--- config.mk ---
export PLATFORM = sky130hd
export DESIGN_NAME = lane_hysteresis_quantizer_flat
export DESIGN_NICKNAME = d
export VERILOG_FILES = /design/src/design/lhq_pkg.sv /design/src/design/lhq_ifs.sv /design/src/design/lhq_ram.sv /design/src/design/lane_hysteresis_quantizer.sv /design/src/flat_wrapper.sv
export SDC_FILE = /design/constraint.sdc
export NUM_CORES = 1
export LEC_CHECK = 0
export BUFFER_PORTS_ARGS = -buffer_cell sky130_fd_sc_hd__buf_2
export CAP_MARGIN = 0
export CORE_MARGIN = 3
export CORE_UTILIZATION = 35
export DETAILED_ROUTE_END_ITERATION = 7
export PLACE_DENSITY = 0.58
export SLEW_MARGIN = 25
export SYNTH_ARGS = -nofsm -noshare
export SYNTH_HDL_FRONTEND = slang
export SYNTH_SLANG_ARGS = --single-unit
--- constraint.sdc ---
create_clock -name clk_i -period 8.7 [get_ports clk_i]
set_input_delay 1.74 -clock clk_i [delete_from_list [all_inputs] [get_ports clk_i]]
set_output_delay 1.74 -clock clk_i [all_outputs]
set_load 0.01 [all_outputs]
--- src/design/lhq_pkg.sv ---
// ----------------------------------------------------------------------------
// Lane hysteresis quantizer package
// Shared types, codes and constants of the quantizer block.
// ----------------------------------------------------------------------------
package lhq_pkg;

  localparam int SEL_W   = 7;
  localparam int VOLT_W  = 16;
  localparam int STEP_W  = 22;
  localparam int V2_W    = 23;
  localparam int ACC_W   = 26;
  localparam int PROD_W  = 30;
  localparam int CNT_W   = 5;

  localparam logic [STEP_W-1:0] FULL_SCALE_Q9 = 22'd2560000;
  localparam logic [CNT_W-1:0]  DIV_LAST      = 5'd21;
  localparam logic [7:0]        N_MAX         = 8'd128;
  localparam logic [13:0]       V_MAX_MV      = 14'd10000;
  localparam logic [SEL_W-1:0]  PRESET_MAX    = 7'd127;

  localparam logic [7:0] REG_SWITCH_COUNT = 8'd0;
  localparam logic [7:0] REG_HYST_FRAC    = 8'd1;

  localparam logic OP_QUANTIZE = 1'b0;
  localparam logic OP_PRESET   = 1'b1;

  typedef enum logic [2:0] {
    ST_IDLE,
    ST_DIV,
    ST_MULH,
    ST_MULO,
    ST_UP,
    ST_DOWN,
    ST_DONE
  } lhq_state_e;

endpackage

--- src/design/lhq_ifs.sv ---
// ----------------------------------------------------------------------------
// Lane hysteresis quantizer channels
// Valid/ready channels for input items, result items and register writes.
// ----------------------------------------------------------------------------
interface lhq_in_if import lhq_pkg::*; ();
  logic              valid;
  logic              ready;
  logic              operation;
  logic [7:0]        lane;
  logic [VOLT_W-1:0] voltage_mv;
  logic              voltage_finite;
  logic [VOLT_W-1:0] preset_value;

  modport source (output valid, operation, lane, voltage_mv, voltage_finite, preset_value,
                  input ready);
  modport sink   (input valid, operation, lane, voltage_mv, voltage_finite, preset_value,
                  output ready);
endinterface

interface lhq_out_if import lhq_pkg::*; ();
  logic             valid;
  logic             ready;
  logic [SEL_W-1:0] selection;

  modport source (output valid, selection, input ready);
  modport sink   (input valid, selection, output ready);
endinterface

interface lhq_cfg_if;
  logic       valid;
  logic       ready;
  logic [7:0] index;
  logic [7:0] data;

  modport source (output valid, index, data, input ready);
  modport sink   (input valid, index, data, output ready);
endinterface

--- src/design/lhq_ram.sv ---
// ----------------------------------------------------------------------------
// Lane hysteresis quantizer RAM
// Generic single write port, single read port RAM with registered read data.
// ----------------------------------------------------------------------------
module lhq_ram #(
  parameter int WIDTH = 7,
  parameter int DEPTH = 16,
  localparam int AddrW = (DEPTH > 1) ? $clog2(DEPTH) : 1
) (
  input  logic                 clk_i,
  input  logic                 we_i,
  input  logic [AddrW-1:0]     waddr_i,
  input  logic [WIDTH-1:0]     wdata_i,
  input  logic [AddrW-1:0]     raddr_i,
  output logic [WIDTH-1:0]     rdata_o
);
  logic [WIDTH-1:0] mem_q [DEPTH];
  logic [WIDTH-1:0] rdata_q;

  always_ff @(posedge clk_i) begin
    if (we_i) begin
      mem_q[waddr_i] <= wdata_i;
    end
    rdata_q <= mem_q[raddr_i];
  end

  assign rdata_o = rdata_q;
endmodule

--- src/design/lane_hysteresis_quantizer.sv ---
// ----------------------------------------------------------------------------
// Lane hysteresis quantizer
// Maps a lane's control voltage to a switch position with hysteresis,
// keeping the last position of every lane.
// ----------------------------------------------------------------------------
// A quantize item runs from the accept state through the bit-serial step
// divider, the shared multiplier (hysteresis, then odd threshold), an upward
// and a downward walk over the positions, and the hand-off state.
// Presets, out-of-range lanes and switch counts of one or less go straight to hand-off.
// One item is in flight at a time; the result register frees the input side.
// Reset sets switch_count to 2, hysteresis_fraction to 64 and all lanes to 0.
module lane_hysteresis_quantizer import lhq_pkg::*; #(
  parameter int LANES = 16
) (
  input  logic       clk_i,
  input  logic       rst_ni,
  lhq_in_if.sink     in_i,
  lhq_out_if.source  out_o,
  lhq_cfg_if.sink    cfg_i
);
  localparam int LaneAw = (LANES > 1) ? $clog2(LANES) : 1;

  lhq_state_e state_q, state_d;

  logic [7:0]        sc_q, hf_q;
  logic [LANES-1:0]  valid_q, valid_d;
  logic [SEL_W-1:0]  default_q, default_d;
  logic              out_valid_q, out_valid_d;
  logic [SEL_W-1:0]  out_sel_q, out_sel_d;
  logic              wr_q, wr_d;

  logic [7:0]        lane_q, lane_d;
  logic [V2_W-1:0]   v2_q, v2_d;
  logic [STEP_W-1:0] quo_q, quo_d;
  logic [SEL_W-1:0]  rem_q, rem_d;
  logic [CNT_W-1:0]  cnt_q, cnt_d;
  logic [V2_W-1:0]   hyst2_q, hyst2_d;
  logic signed [ACC_W-1:0] odd_q, odd_d;
  logic [SEL_W-1:0]  pos_q, pos_d;
  logic [SEL_W-1:0]  result_q, result_d;

  logic [7:0]        n;
  logic [SEL_W-1:0]  nm1;
  logic              in_acc, out_free;
  logic [7:0]        rem_sh;
  logic              ge;
  logic [7:0]        mul_b;
  logic [PROD_W-1:0] prod;
  logic [SEL_W-1:0]  rdata, stored, pos_start;
  logic signed [ACC_W-1:0] v2s, hyst2s, step2s, up_thr, dn_thr;
  logic signed [VOLT_W-1:0] mv, pv;
  logic [13:0]       v_clamp;
  logic [SEL_W-1:0]  p_clamp;
  logic              ram_we;

  lhq_ram #(
    .WIDTH (SEL_W),
    .DEPTH (LANES)
  ) u_ram (
    .clk_i   (clk_i),
    .we_i    (ram_we),
    .waddr_i (lane_q[LaneAw-1:0]),
    .wdata_i (result_q),
    .raddr_i (lane_q[LaneAw-1:0]),
    .rdata_o (rdata)
  );

  assign cfg_i.ready     = 1'b1;
  assign in_i.ready      = (state_q == ST_IDLE);
  assign out_o.valid     = out_valid_q;
  assign out_o.selection = out_sel_q;

  assign n        = (sc_q > N_MAX) ? N_MAX : sc_q;
  assign nm1      = 7'(n - 8'd1);
  assign in_acc   = in_i.valid && in_i.ready;
  assign out_free = !out_valid_q || out_o.ready;

  assign mv = $signed(in_i.voltage_mv);
  assign pv = $signed(in_i.preset_value);
  assign v_clamp = (!in_i.voltage_finite || mv < 0) ? 14'd0 :
                   (mv > $signed({2'b00, V_MAX_MV})) ? V_MAX_MV : in_i.voltage_mv[13:0];
  assign p_clamp = (pv < 0) ? 7'd0 :
                   (pv > $signed({9'd0, PRESET_MAX})) ? PRESET_MAX : in_i.preset_value[6:0];

  assign rem_sh = {rem_q, quo_q[STEP_W-1]};
  assign ge     = rem_sh >= {1'b0, nm1};

  assign stored    = valid_q[lane_q[LaneAw-1:0]] ? rdata : default_q;
  assign pos_start = (stored > nm1) ? nm1 : stored;
  assign mul_b     = (state_q == ST_MULH) ? hf_q : {pos_start, 1'b1};
  assign prod      = PROD_W'(quo_q) * PROD_W'(mul_b);

  assign v2s    = $signed({3'b000, v2_q});
  assign hyst2s = $signed({3'b000, hyst2_q});
  assign step2s = $signed({3'b000, quo_q, 1'b0});
  assign up_thr = odd_q + hyst2s;
  assign dn_thr = odd_q - step2s - hyst2s;

  assign ram_we = (state_q == ST_DONE) && out_free && wr_q;

  always_comb begin
    state_d     = state_q;
    valid_d     = valid_q;
    default_d   = default_q;
    out_valid_d = out_valid_q && !out_o.ready;
    out_sel_d   = out_sel_q;
    wr_d        = wr_q;
    lane_d      = lane_q;
    v2_d        = v2_q;
    quo_d       = quo_q;
    rem_d       = rem_q;
    cnt_d       = cnt_q;
    hyst2_d     = hyst2_q;
    odd_d       = odd_q;
    pos_d       = pos_q;
    result_d    = result_q;
    case (state_q)
      ST_IDLE: begin
        if (in_acc) begin
          lane_d = in_i.lane;
          v2_d   = {v_clamp, 9'd0};
          quo_d  = FULL_SCALE_Q9;
          rem_d  = '0;
          cnt_d  = '0;
          wr_d   = 1'b0;
          result_d = '0;
          if (in_i.operation == OP_PRESET) begin
            valid_d   = '0;
            default_d = p_clamp;
            result_d  = p_clamp;
            state_d   = ST_DONE;
          end else if (in_i.lane >= 8'(LANES)) begin
            state_d = ST_DONE;
          end else if (n <= 8'd1) begin
            wr_d    = 1'b1;
            state_d = ST_DONE;
          end else begin
            state_d = ST_DIV;
          end
        end
      end
      ST_DIV: begin
        rem_d = ge ? 7'(rem_sh - {1'b0, nm1}) : rem_sh[SEL_W-1:0];
        quo_d = {quo_q[STEP_W-2:0], ge};
        cnt_d = cnt_q + 5'd1;
        if (cnt_q == DIV_LAST) begin
          state_d = ST_MULH;
        end
      end
      ST_MULH: begin
        hyst2_d = {prod[PROD_W-1:8], 1'b0};
        state_d = ST_MULO;
      end
      ST_MULO: begin
        odd_d   = $signed({1'b0, prod[ACC_W-2:0]});
        pos_d   = pos_start;
        state_d = ST_UP;
      end
      ST_UP: begin
        if ((({1'b0, pos_q} + 8'd1) < n) && (v2s > up_thr)) begin
          pos_d = pos_q + 7'd1;
          odd_d = odd_q + step2s;
        end else begin
          state_d = ST_DOWN;
        end
      end
      ST_DOWN: begin
        if ((pos_q != '0) && (v2s < dn_thr)) begin
          pos_d = pos_q - 7'd1;
          odd_d = odd_q - step2s;
        end else begin
          result_d = pos_q;
          wr_d     = 1'b1;
          state_d  = ST_DONE;
        end
      end
      ST_DONE: begin
        if (out_free) begin
          out_valid_d = 1'b1;
          out_sel_d   = result_q;
          if (wr_q) begin
            valid_d[lane_q[LaneAw-1:0]] = 1'b1;
          end
          state_d = ST_IDLE;
        end
      end
      default: begin
        state_d = ST_IDLE;
      end
    endcase
  end

  always_ff @(posedge clk_i or negedge rst_ni) begin
    if (!rst_ni) begin
      state_q     <= ST_IDLE;
      sc_q        <= 8'd2;
      hf_q        <= 8'd64;
      valid_q     <= '0;
      default_q   <= '0;
      out_valid_q <= 1'b0;
      wr_q        <= 1'b0;
    end else begin
      state_q     <= state_d;
      valid_q     <= valid_d;
      default_q   <= default_d;
      out_valid_q <= out_valid_d;
      wr_q        <= wr_d;
      if (cfg_i.valid && cfg_i.ready) begin
        case (cfg_i.index)
          REG_SWITCH_COUNT: sc_q <= cfg_i.data;
          REG_HYST_FRAC:    hf_q <= cfg_i.data;
          default: begin
          end
        endcase
      end
    end
  end

  always_ff @(posedge clk_i) begin
    out_sel_q <= out_sel_d;
    lane_q    <= lane_d;
    v2_q      <= v2_d;
    quo_q     <= quo_d;
    rem_q     <= rem_d;
    cnt_q     <= cnt_d;
    hyst2_q   <= hyst2_d;
    odd_q     <= odd_d;
    pos_q     <= pos_d;
    result_q  <= result_d;
  end

  assert property (@(posedge clk_i) disable iff (!rst_ni)
    (state_q == ST_DIV) |-> (rem_q < nm1))
    else $error("Divider remainder is not below the divisor.");

  assert property (@(posedge clk_i) disable iff (!rst_ni)
    (state_q == ST_UP || state_q == ST_DOWN) |-> ({1'b0, pos_q} < n))
    else $error("Walked position left the valid range.");

  assert property (@(posedge clk_i) disable iff (!rst_ni)
    (in_acc && in_i.operation == OP_PRESET) |=> (valid_q == '0))
    else $error("Preset item left a lane marked as written.");

  assert property (@(posedge clk_i) disable iff (!rst_ni)
    $rose(out_valid_q) |-> ($past(state_q) == ST_DONE))
    else $error("Result item appeared outside the hand-off state.");
endmodule

--- src/flat_wrapper.sv ---
// flat-port wrapper written by rule: the top's interface ports become plain ports
module lane_hysteresis_quantizer_flat import lhq_pkg::*;
#(
  parameter int LANES = 16
)
  (clk_i, rst_ni, in_i_valid, in_i_operation, in_i_lane, in_i_voltage_mv, in_i_voltage_finite, in_i_preset_value, in_i_ready, out_o_valid, out_o_selection, out_o_ready, cfg_i_valid, cfg_i_index, cfg_i_data, cfg_i_ready);
  lhq_in_if in_i_i ();
  lhq_out_if out_o_i ();
  lhq_cfg_if cfg_i_i ();
  input  logic clk_i;
  input  logic rst_ni;
  input wire logic [$bits(in_i_i.valid)-1:0] in_i_valid;
  input wire logic [$bits(in_i_i.operation)-1:0] in_i_operation;
  input wire logic [$bits(in_i_i.lane)-1:0] in_i_lane;
  input wire logic [$bits(in_i_i.voltage_mv)-1:0] in_i_voltage_mv;
  input wire logic [$bits(in_i_i.voltage_finite)-1:0] in_i_voltage_finite;
  input wire logic [$bits(in_i_i.preset_value)-1:0] in_i_preset_value;
  output wire logic [$bits(in_i_i.ready)-1:0] in_i_ready;
  output wire logic [$bits(out_o_i.valid)-1:0] out_o_valid;
  output wire logic [$bits(out_o_i.selection)-1:0] out_o_selection;
  input wire logic [$bits(out_o_i.ready)-1:0] out_o_ready;
  input wire logic [$bits(cfg_i_i.valid)-1:0] cfg_i_valid;
  input wire logic [$bits(cfg_i_i.index)-1:0] cfg_i_index;
  input wire logic [$bits(cfg_i_i.data)-1:0] cfg_i_data;
  output wire logic [$bits(cfg_i_i.ready)-1:0] cfg_i_ready;
  assign in_i_i.valid = in_i_valid;
  assign in_i_i.operation = in_i_operation;
  assign in_i_i.lane = in_i_lane;
  assign in_i_i.voltage_mv = in_i_voltage_mv;
  assign in_i_i.voltage_finite = in_i_voltage_finite;
  assign in_i_i.preset_value = in_i_preset_value;
  assign in_i_ready = in_i_i.ready;
  assign out_o_valid = out_o_i.valid;
  assign out_o_selection = out_o_i.selection;
  assign out_o_i.ready = out_o_ready;
  assign cfg_i_i.valid = cfg_i_valid;
  assign cfg_i_i.index = cfg_i_index;
  assign cfg_i_i.data = cfg_i_data;
  assign cfg_i_ready = cfg_i_i.ready;
  lane_hysteresis_quantizer #(.LANES(LANES)) u_core (.clk_i(clk_i), .rst_ni(rst_ni), .in_i(in_i_i), .out_o(out_o_i), .cfg_i(cfg_i_i));
endmodule
After elaboration in Yosys (flattened, before gate mapping)
Memory sizes are Yosys's and may differ from the RTL's. A register that Yosys moved wholly into a read port is not among the register bits. Index checks and enable logic that the tools add are counted. Widths: inputs -> output; s select.

Bits in registers: 165. RAM bits: 112. Bits of input ports: 63. Word-level logic and storage cells: 144. Memories: 1.

Memory list: u_core.u_ram.mem_q (depth 16, bits a word 7, rd ports 1, clocked after Yosys merged registers in 1, wr ports 1, RTL line lhq_ram.sv:17) `logic [WIDTH-1:0] mem_q [DEPTH];`.

Add/subtract/negate cells: 10. Multiply operators: 1. Order comparisons: 14. Equality and inequality tests: 17. Muxes and demuxes: 52. Bitwise gates (word level): 1. Reduce and logical (&&, ||, !) cells: 30.

Operators with widths (count): $pmux 26 s3 (1); $mux 7 (11); $mux 16 (4); $add 26x24->26 (2); $mux 26 (2); $sub 26x24->26 (2); $pmux 22 s2 (1); $lt 16x1->1 const B (2); $pmux 16 s2 (1); $mul 22x8->30 (1); $pmux 7 s2 (2); $gt 24x26->1 (1); $lt 24x26->1 (1); $mux 3 (8); $mux 22 (1); $pmux 3 s7 (1); $pmux 7 s3 (1); $gt 16x15->1 const B (1); $gt 16x8->1 const B (1); $mux 8 (2); $or 16x16->16 (1); $mux 14 (1); $sub 7x1->7 const B (2); $mux 1 (11); 36 further kinds (64).

Depth between registers and ports, before layout
Depth after elaboration: 8. Gate-level depth with buffers: 35.

Modules after synthesis
A second synthesis with hierarchy kept.

Cells, all modules: 2239. Area total of the unflattened synthesis: 22959.5 um^2.

By module, submodules not included: lane_hysteresis_quantizer (times used 1, cells each 2036, area each 18428.9 um^2, sequential area each 4737.0 um^2); lhq_ram (times used 1, cells each 203, area each 4530.6 um^2, sequential area each 3503.4 um^2).

Worst setup path before layout
Ideal clock, no wire load.

Kind: reg2reg. Start point: register u_core.lane_q[0]. End point: register u_core.hyst2_q[18], data pin. Setup time: 0.195 ns. Arrival time: 8.134 ns. Path slack: 0.371 ns. Stages on the path, launching flop included: 32. Buffers on the path: 3. Period minus slack after synthesis: 8.329 ns. Cell sequence: edfxtp_1 > buf_6 > mux4_2 > mux4_2 > buf_2 > mux2_2 > ha_1 > nor2b_1 > o21a_1 > o21ai_0 > a21oi_1 > o21ai_1 > maj3_2 > mux2i_1 > mux2i_1 > buf_2 > nor2_1 > fa_1 > fa_1 > fa_1 > inv_1 > fa_1 > inv_1 > ha_1 > or3_1 > o311ai_0 > a21oi_1 > o2111ai_1 > a21oi_1 > o21ai_0 > nand2_1 > o311ai_0.

Word-level cells in the longest chain between the ends: 7.

Ends and longest elaborated chain: from (decl) (RTL line lane_hysteresis_quantizer.sv:32) `logic [7:0] lane_q, lane_d;`; from (signal assigned) (RTL line lane_hysteresis_quantizer.sv:221) `lane_q <= lane_d;`; $bmux 1 s4 * (RTL line lane_hysteresis_quantizer.sv:88) `assign stored = valid_q[lane_q[LaneAw-1:0]] ? rdata : default_q;`; $mux 1 (implied by the code) * (RTL line lane_hysteresis_quantizer.sv:88); $mux 7 * (RTL line lane_hysteresis_quantizer.sv:88); $gt 7x7->1 (RTL line lane_hysteresis_quantizer.sv:89) `assign pos_start = (stored > nm1) ? nm1 : stored;`; $mux 7 * (RTL line lane_hysteresis_quantizer.sv:89); $mux 8 * (RTL line lane_hysteresis_quantizer.sv:90) `assign mul_b = (state_q == ST_MULH) ? hf_q : {pos_start, 1'b1};`; $mul 22x8->30 * (RTL line lane_hysteresis_quantizer.sv:91) `assign prod = PROD_W'(quo_q) * PROD_W'(mul_b);`; net u_core.prod[25] (RTL line lane_hysteresis_quantizer.sv:48) `logic [PROD_W-1:0] prod;`; to (signal assigned) (RTL line lane_hysteresis_quantizer.sv:226) `hyst2_q <= hyst2_d;`; to (decl) (RTL line lane_hysteresis_quantizer.sv:37) `logic [V2_W-1:0] hyst2_q, hyst2_d;`.

The timed path passes the listed nets; every way through them passes the cells marked *. The select of a mux whose other input is x is not followed. A chain may end at the register's enable or synchronous reset.

Final worst setup path
Start point: register u_core.lane_q[0]. End point: register u_core.hyst2_q[21], data pin.

Same word-level chain as after synthesis.

==> qor.json <==
{
  "synthesis": {
    "synth_warnings": 0,
    "ys_ff_latch": 284,
    "ys_async_sr_fraction": 0.155,
    "syn-num-nets": 2660,
    "postSynth.topFlopCell": "sky130_fd_sc_hd__edfxtp_1",
    "yosys-top-cells-count": "302 x sky130_fd_sc_hd__nor2_1, 233 x sky130_fd_sc_hd__edfxtp_1, 232 x sky130_fd_sc_hd__inv_1",
    "yosys.area.top_type": "sky130_fd_sc_hd__edfxtp_1",
    "synth.avg_cell_area_sq_um": 10.1,
    "number_of_enable_flip_flop_cells_after_synthesis": 233,
    "post-synth-top-count-cell": "sky130_fd_sc_hd__nor2_1",
    "synthesis.instances": 2276,
    "mappedNetlistArea_sq_um": 23000,
    "seq_area_frac_synth": 0.359,
    "synth_cell_type_count": 79,
    "ys_top_cells_by_area": "sky130_fd_sc_hd__edfxtp_1 30%, sky130_fd_sc_hd__fa_1 11%, sky130_fd_sc_hd__ha_1 11%",
    "yosys.area.top_type_share": 0.304
  },
  "min_path": {
    "worst_hold_startpoint": "u_core.valid_q[15]$_DFFE_PN0P_",
    "hold_path_class": "reg -> reg"
  },
  "clock_tree": {
    "h-tree-depth": 2,
    "postCtsHoldBufs": 0,
    "tritoncts": "done",
    "worst_setup_hold_path_clk_slew_ns": 0.06,
    "ctsLongestPathBuffers": 3,
    "clock_sink_total": 284,
    "cts-buffers-inserted": 34,
    "root_buffer": "sky130_fd_sc_hd__clkbuf_16",
    "clock_latency_ns": 0.55
  },
  "global_routing": {
    "first_global_vias": 17500,
    "first_pass_grt_wire_length_um": 97600,
    "antenna_found_initial": 1,
    "aggregate_global_route_resource_usage": 0.177,
    "grt_max_degree": 52,
    "final_global_route_overflow_total": 0
  },
  "critical_path": {
    "cpMaxStageDelayCell": "sky130_fd_sc_hd__mux4_2",
    "r2r.worst_path.cells": 33,
    "critical_path.endpoint_type": "register",
    "worst-path-buf-inv": 8,
    "critical_path.max_fanout": 7,
    "startpoint_type": "register",
    "critical_path.top_delay_family": "adder cells",
    "r2r_start": "u_core.lane_q[0]$_DFFE_PP_",
    "rrSetupSlack_ns": 0.19,
    "worstSetupPathType": "reg -> reg",
    "crit_end": "u_core.hyst2_q[21]$_DFFE_PP_",
    "critical_path_launch_point": "u_core.lane_q[0]$_DFFE_PP_",
    "cp.required_ns": 9.00,
    "critical_path.most_common_cell": "sky130_fd_sc_hd__fa_1",
    "worst_path_largest_cell_delay_ns": 0.55,
    "worstPathArrival_ns": 8.81,
    "critical_path_cell_count": 33,
    "r2r-end": "u_core.hyst2_q[21]$_DFFE_PP_"
  },
  "detailed_routing": {
    "drc": 0,
    "drt.antenna.violating_nets": 0,
    "vias": 17500,
    "route.detailed.vias_per_inst": 5.33,
    "drt_total_wl_um": 62300,
    "avgRoutedWirePerCell_um": 19.0,
    "detailedRoute.firstIterationViolations": 1218,
    "first_pass_iters": 5
  },
  "floorplan": {
    "design.die.area_sq_um": 68800,
    "fp.dieW_um": 262,
    "row_count": 93,
    "chipHeight_um": 262,
    "core_sq_um": 64700,
    "num_io_pins": 73,
    "floorplan.initialDensity": 0.355
  },
  "sta": {
    "timing.hold.ws_ns": 0.493,
    "max_freq_mhz": 118,
    "slew_viol_final": 0,
    "final_hold_viol_count": 0,
    "timing.slew.headroom": 0.379,
    "timing.clock.skew_ns": 0.0200,
    "worst-slew-pin-transition_ns": 0.930,
    "final.min_clock_period_ns": 8.51,
    "share_of_the_clock_period_used_by_the_worst_path_after_layout": 0.978,
    "final-setup-viol-count": 0,
    "setup_ws_ns": 0.190
  },
  "cells_and_area": {
    "layout-drive-gt1-share": 0.145,
    "nFillCells": 6369,
    "multiInputGateArea_sq_um": 13800,
    "post_layout_cell_count": 3277,
    "layout.area.seq_sq_um": 8240,
    "flow.area_growth_from_synthesis_pct": 14.4,
    "final_nets": 2781
  },
  "place": {
    "gp_routability_congestion": 0.904,
    "pre_cts_ws_ns": -0.200,
    "portBuffers": 71,
    "dp_hpwl_um": 48300,
    "dp.cells": 3207
  },
  "job": {
    "max_cap_violations": 0
  },
  "outcome": {
    "run_status": "complete, no violations"
  }
}
## layout by cell type (no fill, tap or decap), drive strengths merged, types with 24 or more instances in the layout
cell type | netlist | layout
nor2 | 302 | 302
inv | 241 | 243
edfxtp | 233 | 233
ha | 195 | 195
buf | 21 | 154
nand2 | 133 | 133
fa | 126 | 126
a21oi | 125 | 125
o21ai | 98 | 98
xnor2 | 72 | 72
nand2b | 51 | 51
a21o | 43 | 43
clkbuf | 50 | 43
xor2 | 42 | 42
dfrtp | 42 | 42
mux4 | 40 | 40
nand3 | 40 | 40
nor3 | 36 | 36
mux2 | 24 | 24
## layer usage
layer | track usage | wire [um] | up-vias
met3 | 0.0204 | 2740 | 95
met1 | 0.232 | 26800 | 8658
met4 | 0.0518 | 1720 | 0
li1 | - | - | 8258
met5 | 0 | 0 | -
met2 | 0.308 | 31100 | 457
## area by class of cell
type | instances | area share
inverter | 250 | 0.0357
clock inverter | 19 | 0.00709
timing repair buffer | 156 | 0.0429
multi-input combinational | 1671 | 0.526
tap | 855 | 0.0407
antenna | 1 | 0.0000952
sequential | 284 | 0.313
clock buffer | 41 | 0.0345
## metrics by stage
stage | utilization | setup TNS [ns] | instance area [sq um]
global route | 0.406 | -0.520 | 26300
finish | 0.406 | 0 | 26300
CTS | 0.400 | 0 | 25900
detailed placement | 0.383 | -1.14 | 24800
floorplan | - | 0 | 23000
global placement | 0.383 | -0.174 | 24800
## cells by family after synthesis
kind of cell / Yosys count / synth area share
other cells: 1 / 0.000163
fa+ha+maj: 323 / 0.217
flops: 284 / 0.359
buf+inv: 321 / 0.0537
simple gates: 696 / 0.140
compound gates: 450 / 0.126
mux: 87 / 0.0619
xor+xnor: 114 / 0.0435
## worst reg2reg max path, delay by kind of cell (launching register included)
kind | cells | cell delay, ns
buf+inv | 8 | 0.95
compound gates | 8 | 1.33
xor+xnor | 1 | 0.08
flops | 1 | 0.37
mux | 5 | 1.81
fa+ha+maj | 7 | 2.92
simple gates | 4 | 0.79
## registers in the layout, summed over array words and instances, names as in the netlist, 8 cells and up
signal and cells:
u_core.hyst2_q 22, u_core.sc_q 8, u_core.odd_q 26, u_core.v2_q 14, u_core.valid_q 16, u_core.quo_q 22, u_core.hf_q 8, u_core.u_ram.mem_q 112
## timing repair
action                                 CTS  global route
pin swaps                                1            48
endpoints found under the hold margin    0             0
gates cloned                             0             1
resized for setup                       10            71
buffers inserted                         0             8
setup endpoints to repair               10            19
## worst min-delay path by stage
stage                                      end  slack (ns)  depth (start not counted)
6_report        u_core.valid_q[15]$_DFFE_PN0P_        0.49                          2
5_1_grt         u_core.valid_q[15]$_DFFE_PN0P_        0.52                          2
4_1_cts         u_core.valid_q[15]$_DFFE_PN0P_        0.49                          2
3_5_place_dp    u_core.valid_q[15]$_DFFE_PN0P_        0.48                          2
3_3_place_gp    u_core.valid_q[14]$_DFFE_PN0P_        0.48                          2
2_1_floorplan  u_core.default_q[1]$_DFFE_PN0P_        0.44                          2
Power is left out: the tool's default activity adds up to more than one toggle a clock period on the data nets, which glitch-free logic cannot reach.
